`config.mk`:
```
export PLATFORM = sky130hd
export DESIGN_NAME = stt_queue
export DESIGN_NICKNAME = d
export VERILOG_FILES = /design/src/rtl/core/stt_pkg.sv /design/src/rtl/core/stt_queue.sv
export SDC_FILE = /design/constraint.sdc
export NUM_CORES = 1
export LEC_CHECK = 0
export ABC_AREA = 1
export BUFFER_PORTS_ARGS = -buffer_cell sky130_fd_sc_hd__buf_2
export CAP_MARGIN = 15
export CORE_AREA = 3 3 603 605
export DETAILED_ROUTE_END_ITERATION = 8
export DIE_AREA = 0 0 606 608
export PLACE_DENSITY = 0.41
export REMOVE_ABC_BUFFERS = 1
export SLEW_MARGIN = 15
export SYNTH_ARGS = -nofsm -noshare
export SYNTH_HDL_FRONTEND = slang
export SYNTH_SLANG_ARGS = --single-unit
```
`constraint.sdc`:
```
create_clock -name clk -period 42.8 [get_ports clk]
set_clock_uncertainty 0.1 [all_clocks]
set_input_delay 4.28 -clock clk [delete_from_list [all_inputs] [get_ports clk]]
set_output_delay 4.28 -clock clk [all_outputs]
set_load 0.02 [all_outputs]
```
`src/rtl/core/stt_pkg.sv`:
```
// Shared types and constants for the spline trail tessellator.
// Holds the item structs, window row layout and Catmull-Rom weight table.
// No dependencies.
package stt_pkg;

  localparam int COORD_WIDTH = 32;
  localparam int WIN_PAIRS   = 4;
  localparam int LANES       = 3;
  localparam int WGT_W       = 9;
  localparam int PRD_W       = COORD_WIDTH + WGT_W;
  localparam int ACC_W       = PRD_W + 2;
  localparam int ROUND_SHIFT = 7;
  localparam logic signed [ACC_W-1:0] ROUND_BIAS = ACC_W'(64);

  localparam int Q_DEPTH = 2;
  localparam int Q_PTR_W = $clog2(Q_DEPTH);
  localparam int Q_CNT_W = $clog2(Q_DEPTH + 1);

  localparam logic [1:0] LAST_SLOT = 2'd3;
  localparam logic [3:0] LAST_VERT = 4'd15;

  // Curve weights in 1/128ths, row = s in quarters, column = P0..P3
  localparam logic signed [WGT_W-1:0] SPLINE_W [5][4] = '{
    '{ 9'sd0,   9'sd128,  9'sd0,   9'sd0 },
    '{-9'sd9,   9'sd111,  9'sd29, -9'sd3 },
    '{-9'sd8,   9'sd72,   9'sd72, -9'sd8 },
    '{-9'sd3,   9'sd29,   9'sd111, -9'sd9 },
    '{ 9'sd0,   9'sd0,    9'sd128, 9'sd0 }
  };

  typedef struct packed {
    logic                          trail_select;
    logic signed [COORD_WIDTH-1:0] tip_x;
    logic signed [COORD_WIDTH-1:0] tip_y;
    logic signed [COORD_WIDTH-1:0] tip_z;
    logic signed [COORD_WIDTH-1:0] base_x;
    logic signed [COORD_WIDTH-1:0] base_y;
    logic signed [COORD_WIDTH-1:0] base_z;
  } in_item_t;

  typedef struct packed {
    logic signed [COORD_WIDTH-1:0] vert_x;
    logic signed [COORD_WIDTH-1:0] vert_y;
    logic signed [COORD_WIDTH-1:0] vert_z;
    logic [2:0]                    tex_u;
    logic                          tex_v;
    logic                          last_vertex;
  } out_item_t;

  typedef struct packed {
    logic signed [COORD_WIDTH-1:0] tip_x;
    logic signed [COORD_WIDTH-1:0] tip_y;
    logic signed [COORD_WIDTH-1:0] tip_z;
    logic signed [COORD_WIDTH-1:0] base_x;
    logic signed [COORD_WIDTH-1:0] base_y;
    logic signed [COORD_WIDTH-1:0] base_z;
  } pair_t;

  // One full window, pair[0] oldest
  typedef struct packed {
    pair_t [WIN_PAIRS-1:0] pair;
  } snap_t;

  typedef struct packed {
    logic full;
    logic empty;
  } q_stat_t;

endpackage

```
`src/rtl/core/stt_queue.sv`:
```
// Two-entry job queue of full windows between front end and back end.
// Depends on stt_pkg.
module stt_queue (
  input  logic             clk,
  input  logic             rst_n,
  input  logic             push,
  input  stt_pkg::snap_t   push_data,
  input  logic             pop,
  output stt_pkg::q_stat_t stat,
  output stt_pkg::snap_t   head
);

  stt_pkg::snap_t                q_r [stt_pkg::Q_DEPTH];
  logic [stt_pkg::Q_PTR_W-1:0]   wr_ptr_r;
  logic [stt_pkg::Q_PTR_W-1:0]   rd_ptr_r;
  logic [stt_pkg::Q_CNT_W-1:0]   cnt_r;
  logic                          do_push;
  logic                          do_pop;

  always_comb begin
    stat.full  = (cnt_r == stt_pkg::Q_CNT_W'(stt_pkg::Q_DEPTH));
    stat.empty = (cnt_r == '0);
    do_push    = push && !stat.full;
    do_pop     = pop && !stat.empty;
    head       = q_r[rd_ptr_r];
  end

  always_ff @(posedge clk) begin
    if (!rst_n) begin
      wr_ptr_r <= '0;
      rd_ptr_r <= '0;
      cnt_r    <= '0;
    end else begin
      if (do_push) wr_ptr_r <= wr_ptr_r + 1'b1;
      if (do_pop)  rd_ptr_r <= rd_ptr_r + 1'b1;
      if (do_push && !do_pop)      cnt_r <= cnt_r + 1'b1;
      else if (do_pop && !do_push) cnt_r <= cnt_r - 1'b1;
    end
  end

  always_ff @(posedge clk) begin
    if (do_push) q_r[wr_ptr_r] <= push_data;
  end

endmodule

```
Word level (Yosys, flattened, before mapping):

Memory sizes are Yosys's and may differ from the RTL's. A register that Yosys moved wholly into a read port is not among the register bits.
Cells that the tools add are included.

* register bits: 4
* bits in latches: 0
* RAM bits: 1536
* memory bits (read-only): 0
* output and inout port bits: 770
* logic and storage cells: 25
* memories: 1

* add/subtract/negate cells: 4
* $mul: 0
* divide/modulo/power cells: 0
* $lt $le $gt $ge: 0
* equality and inequality tests: 1
* shifts and indexed selects: 0
* multiplexer cells: 6
* bitwise logic cells: 0
* reduce and logical (&&, ||, !) cells: 10

Memories
* q_r: words 2, bits a word 768, rd ports 1, clocked after memory_dff 1, write ports 1, line stt_queue.sv:13 `stt_pkg::snap_t q_r [stt_pkg::Q_DEPTH];`

Operators by type and width (count)
* logical AND 1 bit: 4
* zero test 1 bit: 4
* 2-to-1 mux 1 bit: 4
* 2-to-1 mux 2 bit: 2
* adder 1 bit (second input constant): 2
* adder 2 x 1 -> 2 bit (second input constant): 1
* == test 2 bit (second input constant): 1
* zero test 2 bit: 1
* nonzero test 2 bit: 1
* subtractor 2 x 1 -> 2 bit (second input constant): 1

Longest topological paths before layout:

* word-level depth: 7
* depth in mapped cells: 10
* gate-level depth less buffers: 10

Least setup slack after synthesis:

OpenSTA, ideal clock, no wires.

* path type: in2reg
* from: in push
* to: mem q_r[0][0] in the netlist's numbering, enable pin
* library setup time: 1.925 ns
* arrival: 36.172 ns
* path slack: 4.603 ns
* stages on the path: 2
* buffers on the path: 0
* cells stage by stage: o21ai_0 nor2_1

* longest elaborated chain between the ends: 3

RTL lines
* start, declared: line stt_queue.sv:6 `input logic push,`
* logical AND 1 bit: line stt_queue.sv:23 `do_push = push && !stat.full;`
* 2-to-1 mux 1 bit: line stt_queue.sv:42 `if (do_push) q_r[wr_ptr_r] <= push_data;`
* 2-to-1 mux 1 bit (implied by the code): line stt_queue.sv:42
* end, declared: line stt_queue.sv:13

No other way between the ends.

==> qor.yml <==
status:
  status: "finished clean"
sta:
  hold_violations: 0
  finalCritPeriodShare_pct: 23.8
  min_period_ns: 10.17
  worst_hold_slack_ns: 0.400
  timing_worst_slew_pin_value_ns: 1.03
  tns_ns: 0
  finalMaxSlewViolations: 0
  relSlewSlack_pct: 31.3
  fin_ws_ns: 32.63
  grt_setup_unrepaired: "false"
  fmax_mhz: 98.4
  setup_viol_count_final: 0
yosys:
  netlist.top_cell.by_area: "sky130_fd_sc_hd__edfxtp_1"
  syn-cell-area_um2: 55600
  postSynthCellCount: 2427
  async_reset_ff_share_pct: 0
  synth_enable_flop_cells: 1536
  netlist_top_cells_area: "sky130_fd_sc_hd__edfxtp_1 83%, sky130_fd_sc_hd__mux2_2 16%, sky130_fd_sc_hd__buf_4 0.82%"
  synth-seq-area-share_pct: 83.1
  yosys_warns: 0
  dominantRegCellSynth: "sky130_fd_sc_hd__edfxtp_1"
  synth.top_cell.area_share_pct: 82.9
  synth.ff_latch_count: 1541
  syn-mean-instance-area_um2: 22.9
  synth_cell_types: 14
clock_network:
  tritoncts_clock_tree: "built"
  cts_hold_buffers: 0
  clock_pin_slew_on_the_worst_setup_and_hold_paths_ns: 0.06
  htreeDepth: 4
  post_cts_resized: 0
  cts_sink_count: 1541
  worst_skew_pair.late_latency_ns: 0.83
  max-clock-path-buffers: 4
  cts-buffers-inserted: 193
  cts-root-buf: "sky130_fd_sc_hd__clkbuf_16"
  cts.repair_timing.setup_buffer_count: 0
pwr:
  p_leak_uw: 0.0266
  cellInternalPower_uw: 3250
  vdd_ir_drop_max_mv: 0.0364
  power_frac_clock_pct: 33.7
  power.density_nw_per_um2: 63.2
  power.sequential.fraction_pct: 41.2
  sw_frac_of_total_pct: 31.9
  combPwrFrac_pct: 25.1
  switching_power_uw: 1520
route:
  routed-via-count: 31200
  routed.top_layer: "met5"
  post_drt_wl_per_cell_um: 26.7
  drt_iter0_markers: 1888
  detailroute.wirelength.met3_um: 27500
  drt-vias-per-instance: 3.42
  detailroute.wirelength.met2_um: 120000
  route.detailed.drc: 0
  ant_nets: 0
  detail_route.wirelength.met1_um: 84300
  first_pass_iters: 5
  wire_length_reported_by_the_detailed_router_um: 243000
finish:
  layout.filler_cells: 37900
  layout_area_overhead_pct: 35.6
  final_layout_size_suffix_gt1_share_pct: 61.3
  most_frequent_cells_in_the_layout: "1541 x sky130_fd_sc_hd__buf_2, 1536 x sky130_fd_sc_hd__edfxtp_1, 768 x sky130_fd_sc_hd__mux2_2"
  layout.nets: 4888
  post-route-util_pct: 21.0
  final_common_cell: "sky130_fd_sc_hd__buf_2"
  stdcell_area_um2: 75400
floorplanning:
  chipWidth_um: 606
  placementRows: 220
  floorplan.io_pins: 1542
  die-height_um: 608
  die_area_um2: 368000
  initial_utilization_pct: 15.5
  coreArea_um2: 359000
global_route:
  grt.overflow.total: 0
  grt_start_max_net_pins: 142
  number_of_global_route_vias_before_repair: 31900
  global_route_wire_length_before_repair_um: 309000
  global_route.usage.total_pct: 12.5
  antenna_violations_before_repair: 202
placement:
  gp_congestion: 0.904
  detailedPlacementHpwl_um: 191000
  dpl_cell_area_um2: 69100
  portBuffers: 1541
  worst_setup_timing_slack_at_the_placement_stage_ns: 33.32
critical_path:
  worst-endpoint-required_ns: 38.42
  path_class: "reg2out"
  worst_ep_arrival_time_ns: 5.79
  critical_path.max_fanout: 67
  reg2regPathDepth: 7
  critical_path.startpoint_type: "flop"
  critical_path.endpoint_type: "output pin"
job:
  max_cap_violations: 0
worst_hold_path:
  holdPathStages: 2
  timing.hold.worst.class: "reg2reg"
[cells in the mapped netlist, types with 3 or more instances]
master                     count
sky130_fd_sc_hd__edfxtp_1   1536
sky130_fd_sc_hd__nand2_1       6
sky130_fd_sc_hd__inv_1         9
sky130_fd_sc_hd__buf_2        18
sky130_fd_sc_hd__mux2_2      768
sky130_fd_sc_hd__buf_6         6
sky130_fd_sc_hd__dfxtp_1       5
sky130_fd_sc_hd__o21ai_0       3
sky130_fd_sc_hd__nor2_1       11
sky130_fd_sc_hd__buf_4        61
[state kept, by name, indices dropped and copies added, names as in the netlist, named ones only]
name and count:
wr_ptr_r 1, q_r 1536, rd_ptr_r 1, cnt_r 2
[metal layers]
layer | vias up | GRT usage (%)
li1 | 13200 | -
met1 | 15800 | 12.8
met2 | 1431 | 21.6
met3 | 565 | 6.29
met4 | 112 | 4.82
met5 | - | 0
[per-stage QoR]
step	power, uW	instances
finish	4770	9110
detailed placement	3240	8693
floorplan	3140	2342
CTS	4890	9042
global placement	3240	8693
global route	4980	9068
[worst max-delay path, stage by stage, from the launching register on]
cell                      delay [ns]
sky130_fd_sc_hd__dfxtp_4        0.87
sky130_fd_sc_hd__buf_4          0.75
sky130_fd_sc_hd__buf_4          0.84
sky130_fd_sc_hd__buf_4          0.82
sky130_fd_sc_hd__buf_4          0.76
sky130_fd_sc_hd__mux2_2         0.42
sky130_fd_sc_hd__buf_2          0.16
[power groups by stage]
stage	Combinational [uW]	Sequential (uW)	Clock [uW]
2_1_floorplan	800	2340	0
3_3_place_gp	1240	2000	0
3_5_place_dp	1240	2000	0
4_1_cts	1250	1970	1670
5_1_grt	1270	1980	1730
6_report	1200	1970	1610
[cell families after synthesis]
group	synth area share, %
muxes	15.5
buffers and inverters	1.17
AOI/OAI and AO/OA	0.0360
adders and majority gates	0.0225
DFF	83.1
and+or+nand+nor	0.135
[path summary, 6_finish.rpt]
kind | startpoint | to | slack, ns
min | rd_ptr_r | rd_ptr_r | 0.40
min reg2reg | rd_ptr_r | rd_ptr_r | 0.40
max | flop | head[294] | 32.63
max reg2reg | cnt_r[0] | q_r[0][434] | 37.96
[final cells by class]
type                            count  area, um^2  area share [%]
Antenna cell                       68         170           0.226
Inverter                            9        33.8          0.0448
Clock buffer                      229        5050            6.70
Timing Repair Buffer             1578        8050            10.7
Clock inverter                    120        1130            1.50
Sequential cell                  1541       46200            61.3
Tap cell                         4773        5970            7.92
Multi-Input combinational cell    792        8770            11.6
No activity file was read; power rests on OpenSTA's default activity.
