## src/rtl/core/stt_pkg.sv

```systemverilog
// Shared types and constants for the spline trail tessellator.
// Holds the item structs, window row layout and Catmull-Rom weight table.
// No dependencies.
package stt_pkg;

  localparam int COORD_WIDTH = 32;
  localparam int WIN_PAIRS   = 4;
  localparam int LANES       = 3;
  localparam int WGT_W       = 9;
  localparam int PRD_W       = COORD_WIDTH + WGT_W;
  localparam int ACC_W       = PRD_W + 2;
  localparam int ROUND_SHIFT = 7;
  localparam logic signed [ACC_W-1:0] ROUND_BIAS = ACC_W'(64);

  localparam int Q_DEPTH = 2;
  localparam int Q_PTR_W = $clog2(Q_DEPTH);
  localparam int Q_CNT_W = $clog2(Q_DEPTH + 1);

  localparam logic [1:0] LAST_SLOT = 2'd3;
  localparam logic [3:0] LAST_VERT = 4'd15;

  // Curve weights in 1/128ths, row = s in quarters, column = P0..P3
  localparam logic signed [WGT_W-1:0] SPLINE_W [5][4] = '{
    '{ 9'sd0,   9'sd128,  9'sd0,   9'sd0 },
    '{-9'sd9,   9'sd111,  9'sd29, -9'sd3 },
    '{-9'sd8,   9'sd72,   9'sd72, -9'sd8 },
    '{-9'sd3,   9'sd29,   9'sd111, -9'sd9 },
    '{ 9'sd0,   9'sd0,    9'sd128, 9'sd0 }
  };

  typedef struct packed {
    logic                          trail_select;
    logic signed [COORD_WIDTH-1:0] tip_x;
    logic signed [COORD_WIDTH-1:0] tip_y;
    logic signed [COORD_WIDTH-1:0] tip_z;
    logic signed [COORD_WIDTH-1:0] base_x;
    logic signed [COORD_WIDTH-1:0] base_y;
    logic signed [COORD_WIDTH-1:0] base_z;
  } in_item_t;

  typedef struct packed {
    logic signed [COORD_WIDTH-1:0] vert_x;
    logic signed [COORD_WIDTH-1:0] vert_y;
    logic signed [COORD_WIDTH-1:0] vert_z;
    logic [2:0]                    tex_u;
    logic                          tex_v;
    logic                          last_vertex;
  } out_item_t;

  typedef struct packed {
    logic signed [COORD_WIDTH-1:0] tip_x;
    logic signed [COORD_WIDTH-1:0] tip_y;
    logic signed [COORD_WIDTH-1:0] tip_z;
    logic signed [COORD_WIDTH-1:0] base_x;
    logic signed [COORD_WIDTH-1:0] base_y;
    logic signed [COORD_WIDTH-1:0] base_z;
  } pair_t;

  // One full window, pair[0] oldest
  typedef struct packed {
    pair_t [WIN_PAIRS-1:0] pair;
  } snap_t;

  typedef struct packed {
    logic full;
    logic empty;
  } q_stat_t;

endpackage

```

## src/rtl/core/stt_front.sv

```systemverilog
// Front end: accepts point pairs, keeps per-channel windows in a small RAM,
// and snapshots a full window into the job queue. Depends on stt_pkg.
module stt_front #(
  parameter int CHANNELS = 2
) (
  input  logic              clk,
  input  logic              rst_n,
  input  logic              push,
  output logic              full,
  input  stt_pkg::in_item_t in_item,
  input  stt_pkg::q_stat_t  q_stat,
  output logic              q_push,
  output stt_pkg::snap_t    q_data
);

  localparam int CH_W   = (CHANNELS > 1) ? $clog2(CHANNELS) : 1;
  localparam int DEPTH  = CHANNELS * stt_pkg::WIN_PAIRS;
  localparam int ADDR_W = $clog2(DEPTH);

  typedef enum logic [2:0] {
    F_IDLE = 3'b001,
    F_READ = 3'b010,
    F_PUSH = 3'b100
  } fstate_t;

  fstate_t state_r, state_nxt;

  logic [1:0]      held_r [CHANNELS];
  logic [1:0]      head_r [CHANNELS];
  logic [CH_W-1:0] rd_ch_r;
  logic [1:0]      rd_base_r;
  logic [1:0]      rd_cnt_r;

  stt_pkg::pair_t  win_mem [DEPTH];
  stt_pkg::pair_t  rd_data_r;
  stt_pkg::snap_t  snap_r;
  stt_pkg::pair_t  new_row;

  logic              accept;
  logic              sel_ok;
  logic              wr_en;
  logic              win_done;
  logic [CH_W-1:0]   ch;
  logic [1:0]        cur_held;
  logic [1:0]        cur_head;
  logic [1:0]        wr_slot;
  logic [1:0]        rd_slot;
  logic [1:0]        cap_idx;
  logic [ADDR_W-1:0] wr_addr;
  logic [ADDR_W-1:0] rd_addr;

  always_comb begin
    full     = (state_r != F_IDLE);
    accept   = push && !full;
    ch       = CH_W'(in_item.trail_select);
    sel_ok   = (int'(in_item.trail_select) < CHANNELS);
    wr_en    = accept && sel_ok;
    cur_held = held_r[ch];
    cur_head = head_r[ch];
    wr_slot  = cur_head + cur_held;
    win_done = wr_en && (cur_held == stt_pkg::LAST_SLOT);
    wr_addr  = ADDR_W'({ch, wr_slot});
    rd_slot  = rd_base_r + rd_cnt_r;
    cap_idx  = rd_cnt_r - 2'd1;
    rd_addr  = (state_r == F_READ) ? ADDR_W'({rd_ch_r, rd_slot}) : ADDR_W'({ch, cur_head});
    q_push   = (state_r == F_PUSH) && !q_stat.full;
    q_data   = snap_r;

    new_row.tip_x  = in_item.tip_x;
    new_row.tip_y  = in_item.tip_y;
    new_row.tip_z  = in_item.tip_z;
    new_row.base_x = in_item.base_x;
    new_row.base_y = in_item.base_y;
    new_row.base_z = in_item.base_z;
  end

  always_comb begin
    state_nxt = state_r;
    unique case (state_r)
      F_IDLE: begin
        if (win_done) state_nxt = F_READ;
      end
      F_READ: begin
        if (rd_cnt_r == stt_pkg::LAST_SLOT) state_nxt = F_PUSH;
      end
      F_PUSH: begin
        if (!q_stat.full) state_nxt = F_IDLE;
      end
      default: state_nxt = F_IDLE;
    endcase
  end

  always_ff @(posedge clk) begin
    if (!rst_n) begin
      state_r  <= F_IDLE;
      rd_cnt_r <= 2'd0;
      for (int c = 0; c < CHANNELS; c++) begin
        held_r[c] <= 2'd0;
        head_r[c] <= 2'd0;
      end
    end else begin
      state_r <= state_nxt;
      if (wr_en) begin
        // full window: slide by advancing the head, count stays at three
        if (win_done) head_r[ch] <= cur_head + 2'd1;
        else          held_r[ch] <= cur_held + 2'd1;
      end
      if (win_done)                rd_cnt_r <= 2'd1;
      else if (state_r == F_READ)  rd_cnt_r <= rd_cnt_r + 2'd1;
    end
  end

  always_ff @(posedge clk) begin
    if (wr_en) win_mem[wr_addr] <= new_row;
    rd_data_r <= win_mem[rd_addr];
    if (win_done) begin
      snap_r.pair[stt_pkg::WIN_PAIRS-1] <= new_row;
      rd_ch_r   <= ch;
      rd_base_r <= cur_head;
    end
    if (state_r == F_READ) snap_r.pair[cap_idx] <= rd_data_r;
  end

endmodule

```

## config.mk

```make
export PLATFORM = sky130hd
export DESIGN_NAME = stt_front
export DESIGN_NICKNAME = d
export VERILOG_FILES = /design/src/rtl/core/stt_pkg.sv /design/src/rtl/core/stt_front.sv
export SDC_FILE = /design/constraint.sdc
export NUM_CORES = 2
export LEC_CHECK = 0
export BUFFER_PORTS_ARGS = -buffer_cell sky130_fd_sc_hd__buf_2
export CAP_MARGIN = 40
export CORE_MARGIN = 4
export CORE_UTILIZATION = 60
export CTS_BUF_LIST = sky130_fd_sc_hd__clkbuf_2
export CTS_CLUSTER_SIZE = 28
export DETAILED_ROUTE_END_ITERATION = 16
export HOLD_SLACK_MARGIN = 0.1
export PLACE_DENSITY = 0.9
export SYNTH_ARGS = -nofsm -noshare
export SYNTH_HDL_FRONTEND = slang
export SYNTH_SLANG_ARGS = --single-unit
```

## constraint.sdc

```tcl
create_clock -name clk -period 32.9 [get_ports clk]
set_input_delay 1.645 -clock clk [delete_from_list [all_inputs] [get_ports clk]]
set_output_delay 1.645 -clock clk [all_outputs]
set_load 0.03 [all_outputs]
```

==> Word-level counts from Yosys, hierarchy flattened <==
Memory sizes are Yosys's and may differ from the RTL's. A register that Yosys moved wholly into a read port is not among the register bits.
Index checks and enable logic that the tools add are counted.
{ "word_totals": {"ff_bits": 776, "latchBits": 0, "ramBits": 1544, "rom_bits": 0, "out_inout_bits": 770, "elab_cells": 90, "memories": 3} }
{ "classes": {"n_addsub": 6, "mul": 0, "div_mod_pow": 0, "n_lt_le_gt_ge": 2, "n_eq_ne": 9, "shift": 0, "n_mux": 29, "bitwise": 1, "reduce_logical": 11} }
{ "memory_table": {"columns": ["name", "words", "width", "rd", "rd_clocked_by_memory_dff", "wr", "line_no", "text"], "rows": [
  ["win_mem", 8, 192, 1, 1, 1, "stt_front.sv:34", "stt_pkg::pair_t win_mem [DEPTH];"],
  ["head_r", 2, 2, 1, 0, 2, "stt_front.sv:29", "logic [1:0] head_r [CHANNELS];"],
  ["held_r", 2, 2, 1, 0, 2, "stt_front.sv:28", "logic [1:0] held_r [CHANNELS];"]
]} }
{ "op_table": {"columns": ["cell", "count"], "rows": [
  ["bitwise mux 768 bit", 1],
  ["two-way mux 768 bit", 1],
  ["demux 192 bit (select 2 bit)", 1],
  ["two-way mux 192 bit", 2],
  ["two-way mux 1 bit", 17],
  ["two-way mux 3 bit", 4],
  ["case mux 3 bit (3 select lines)", 1],
  ["adder 2 x 1 -> 2 bit, second input constant", 3],
  ["OR reduction 2 bit", 3],
  ["adder 2 bit", 2],
  ["equality test 2 bit, second input constant", 2],
  ["logical AND 1 bit", 4],
  ["two-way mux 2 bit", 2],
  ["!= test 2 bit, second input constant", 2],
  ["equality test 3 x 1 -> 1 bit, second input constant", 1],
  ["equality test 3 x 2 -> 1 bit, second input constant", 1],
  ["equality test 3 bit, second input constant", 1],
  ["< comparator 2 x 3 -> 1 bit, second input constant", 1],
  ["!= test 3 x 1 -> 1 bit, second input constant", 1],
  ["AND reduction 3 bit", 1],
  ["greater-or-equal comparator 2 x 1 -> 1 bit, second input constant", 1],
  ["zero test 1 bit", 2],
  ["!= test 2 x 1 -> 1 bit, second input constant", 1],
  ["nonzero test 2 bit", 1],
  ["other kinds (2)", 2]
]} }

==> Logic depth before layout (Yosys ltp) <==
{ "depth": {"ltp_word": 10, "mapped_depth": 9, "mapped_depth_nobuf": 6} }

==> Worst setup path before layout <==
No wires, ideal clock.
{ "synth_path": {"path_type": "input to register", "start": "input in_item[192] (netlist bit)", "end": "memory win_mem[6][0] (netlist bit) (enable)", "setup_time_ps": 978, "arrival_ps": 15774, "required_time_ps": 31922, "path_slack_ps": 16148, "cell_stages": 5, "path_buffers": 1, "cell_sequence": "clkbuf_1 mux2_2 ha_1 xor2_1 nor3_1"} }
{ "synth_via": {"elab_chain_cells": 2, "elab_cells_between_ends": 3} }
{ "synth_lines": {"columns": ["element", "line_no", "text"], "rows": [
  ["from (decl)", "stt_front.sv:10", "input stt_pkg::in_item_t in_item,"],
  ["memory read (2 x 2 bit) (on tied branches)", null, null],
  ["adder 2 bit", "stt_front.sv:60", "wr_slot = cur_head + cur_held;"],
  ["to (decl)", "stt_front.sv:34", null]
]} }
Parallel ways exist; a longest one is shown, timed or not.

==> Worst setup path in the final report <==
{ "layout_path": {"start": "register state_r[1]", "end": "register, netlist name rd_data_r[135]"} }
{ "layout_via": {"elab_chain_cells": 2} }
{ "layout_lines": {"columns": ["element", "line_no", "text"], "rows": [
  ["from (decl)", "stt_front.sv:26", "fstate_t state_r, state_nxt;"],
  ["from (signal assigned)", "stt_front.sv:102", "state_r <= state_nxt;"],
  ["equality test 3 x 2 -> 1 bit", "stt_front.sv:65", "rd_addr = (state_r == F_READ) ? ADDR_W'({rd_ch_r, rd_slot}) : ADDR_W'({ch, cur_head});"],
  ["two-way mux 3 bit", "stt_front.sv:65", null]
]} }
No other way between the ends.
A chain may end at the register's enable or synchronous reset.

==> impl_results.md <==
- Yosys warning count: 0
- Synth cell types: 39
- Cell count after placement: 8273
- Filler Cell Count: 8186
- RSZ-0062 raised after global routing: no
- Max Root-Sink Buffers: 4
- Antenna-violating nets left: 0
- IR drop worst, VDD: 0.0652 mV
- Later-pin clock latency in the skew report: 1.72 ns
- Vias/cell: 6.24
- Port Buffer Count: 966
- Via count: 58.9k
- Reg2Reg Setup Slack: 27.24 ns
- Core area: 146000 um2
- GPL Wtd Cong: 0.798
- Drc violations: 0
- Number of synthesized register bits: 2512
- Sink Count: 2512
- Max Cap Viol: 0
- CP max stage delay: 0.70 ns
- Placed Area: 95800 um2
- First-pass GRT wire length: 356000 um
- GRT overflow: 0
- CP most frequent cell: buf_4
- Achievable Freq: 177 MHz
- Die X: 393 um
- TritonCTS Buffers: 586
- Post-Syn Nets: 5850
- Clock-pin slew on the worst setup and hold paths: 0.11 ns
- CTS tree: built
- WP data required: 34.37 ns
- Sequential-to-total area share from yosys stat: 0.806
- DRT Pass-1 Iters: 6
- Combinational power share: 0.162
- Syn-to-layout area delta: 14.9%
- Final Util: 0.697
- Largest net degree at the start of global routing: 191
- Hold Fails Final Rpt: 0
- Syn_area_per_cell: 15.7 um2
- Slew Viols, Final: 0
- Post-CTS Resized: 0
- # IOs: 968
- Fin crit share: 0.172
- Sequential Power Share: 0.562
- Cell Pwr Density: 72.0 nW/um2
- Worst slew pin tran: 1.04 ns
- DR WL/cell: 25.9 um
- Cells after Synth: 5645
- Mapped Area: 88800 um2
- Endpoints failing setup: 0
- LEAKAGE: 39.2 nW
- Status: completed
- Die area: 154000 um2
- Final Cell Area: 102000 um2
- CP Class: reg2reg
- Max-slew headroom at the worst pin: 0.308
- Initial Util: 0.607
- Fin crit period: 5.66 ns
- Setup crit end kind: flip-flop
- Worst hold margin: 0.310 ns
- Final cell count without fillers: 9426
- Synth area leader: edfxtp_1
- Crit start category: flip-flop
- Htree depth: 6
- Crit-path max FO: 80
- Num rows: 140
- 1st-iter DRT viols: 8112
- Int Pwr: 0.00499 W
- Dpl hpwl: 133000 um
- Layout Nets: 7215
- Switch Pwr: 0.00234 W
- Clk pwr share: 0.276
- Post-CTS Setup Bufs: 0
- Worst Path Arrival: 7.14 ns
- Total negative setup slack: 0 ns
- Worst min-delay path class: in2reg
- GRT Total Usage: 0.306
- Drt total wl: 244000 um
- Slowest CP cell: buf_4
- Clk_skew: 0.226 ns
- Sw frac: 0.319
- Root Driver: clkbuf_2
- Synth top area cells: edfxtp_1 72%, dfxtp_1 8.8%, a21oi_1 4.3%
- Initial antenna violation count: 35
- Layout cells sized above 1: 0.276
- Yosys top cell area share: 0.718
- Vias in the first global route: 59.7k
- DIE HEIGHT: 393 um
- Crit-path cells: or3b_1 -> a21oi_4 -> buf_16 -> buf_4 -> buf_4 -> buf_16 -> buf_4 -> buf_4 -> buf_16 -> a21oi_1 -> a221oi_1 -> a21o_1
==> what timing repair did <==
action,in CTS,in global routing
endpoints found under the hold margin,315,0
endpoints found under the setup margin,0,0
hold buffers,63,0
==> critical path, delay by kind of cell (launching register included) <==
kind | cells | cell delay (ns)
DFF | 1 | 0.44
AOI/OAI and AO/OA | 4 | 1.26
buffers and inverters | 7 | 3.04
and+or+nand+nor | 1 | 0.54
==> cell usage in the layout (no fill, tap or decap), types with 36 or more instances in the layout <==
| master | synthesis | routed |
|---|---|---|
| buf_4 | 11 | 77 |
| nand2_1 | 968 | 968 |
| clkbuf_2 | 0 | 910 |
| a22oi_1 | 192 | 192 |
| buf_2 | 156 | 966 |
| a21oi_1 | 770 | 770 |
| diode_2 | 0 | 36 |
| clkinv_1 | 0 | 104 |
| mux2i_1 | 192 | 192 |
| a221oi_1 | 182 | 182 |
| o21ai_0 | 196 | 196 |
| dfxtp_1 | 389 | 389 |
| edfxtp_1 | 2123 | 2123 |
| a21o_1 | 193 | 192 |
| dlygate4sd3_1 | 0 | 63 |
==> final cells by class <==
type                       instances  area (um2)  area share
antenna                           36        90.1    0.000883
clock buffer                     910        4550      0.0447
clock inverter                   141         783     0.00768
timing repair buffer            1141        6950      0.0681
multi-input combinational       2764       15600       0.153
inverter                           5        18.8    0.000184
tap                             1917        2400      0.0235
sequential                      2512       71500       0.702
==> synth_stat cells (all sizes together) <==
cell / instances
nand3b: 4
edfxtp: 2123
nor2: 10
nor3b: 2
nand3: 3
o311ai: 1
a22oi: 192
or3b: 1
and2: 4
inv: 5
nand4: 1
dfxtp: 389
nor3: 8
a221oi: 192
mux2: 5
mux2i: 194
and4bb: 1
o21ai: 196
a21oi: 771
xor2: 1
xnor2: 5
ha: 7
o211a: 1
buf: 192
a21boi: 1
nand2b: 1
a21o: 193
nor4b: 1
nand2: 968
clkbuf: 172
xor3: 1
==> layer usage <==
layer  vias to the layer above  routed length, um  global-route usage
li1                      24500                  -                   -
met1                     28500              79000               0.354
met2                      4944             125000               0.524
met3                       921              27600              0.0778
met4                        10              12800               0.168
met5                         -                 76                   0
==> power by group through the flow <==
stage	logic, W	registers, W	clock network, W
2_1_floorplan	0.000477	0.00438	0
3_3_place_gp	0.00106	0.00413	0
3_5_place_dp	0.00114	0.00416	0
4_1_cts	0.00117	0.00410	0.00201
5_1_grt	0.00126	0.00414	0.00221
6_report	0.00119	0.00412	0.00203
==> kinds of logic after synthesis <==
| logic type | after synthesis | synth area share |
|---|---|---|
| adders and majority gates | 7 | 0.000987 |
| DFF | 2512 | 0.806 |
| AOI/OAI and AO/OA | 1547 | 0.107 |
| and+or+nand+nor | 1004 | 0.0434 |
| buffers and inverters | 369 | 0.0192 |
| xor gates and xnor gates | 7 | 0.000860 |
| muxes | 199 | 0.0226 |
==> worst paths after layout <==
path,cells past startpoint,end,from
max reg2reg,12,rd_data_r[135]$_DFF_P_,state_r[1]$_SDFFE_PN0P_
min reg2reg,0,flip-flop,rd_data_r[83]$_DFF_P_
max,12,rd_data_r[135]$_DFF_P_,state_r[1]$_SDFFE_PN0P_
min,1,win_mem[5][1]$_DFFE_PP_,in_item[1]
==> stage by stage <==
stage / setup WS (ns) / power (W)
after floorplan: 16.15 / 0.00486
after global routing: 27.00 / 0.00760
after detailed placement: 26.63 / 0.00530
final: 27.24 / 0.00734
after CTS: 27.37 / 0.00728
after global placement: 26.09 / 0.00519
Power figures use the tool's default switching activity.
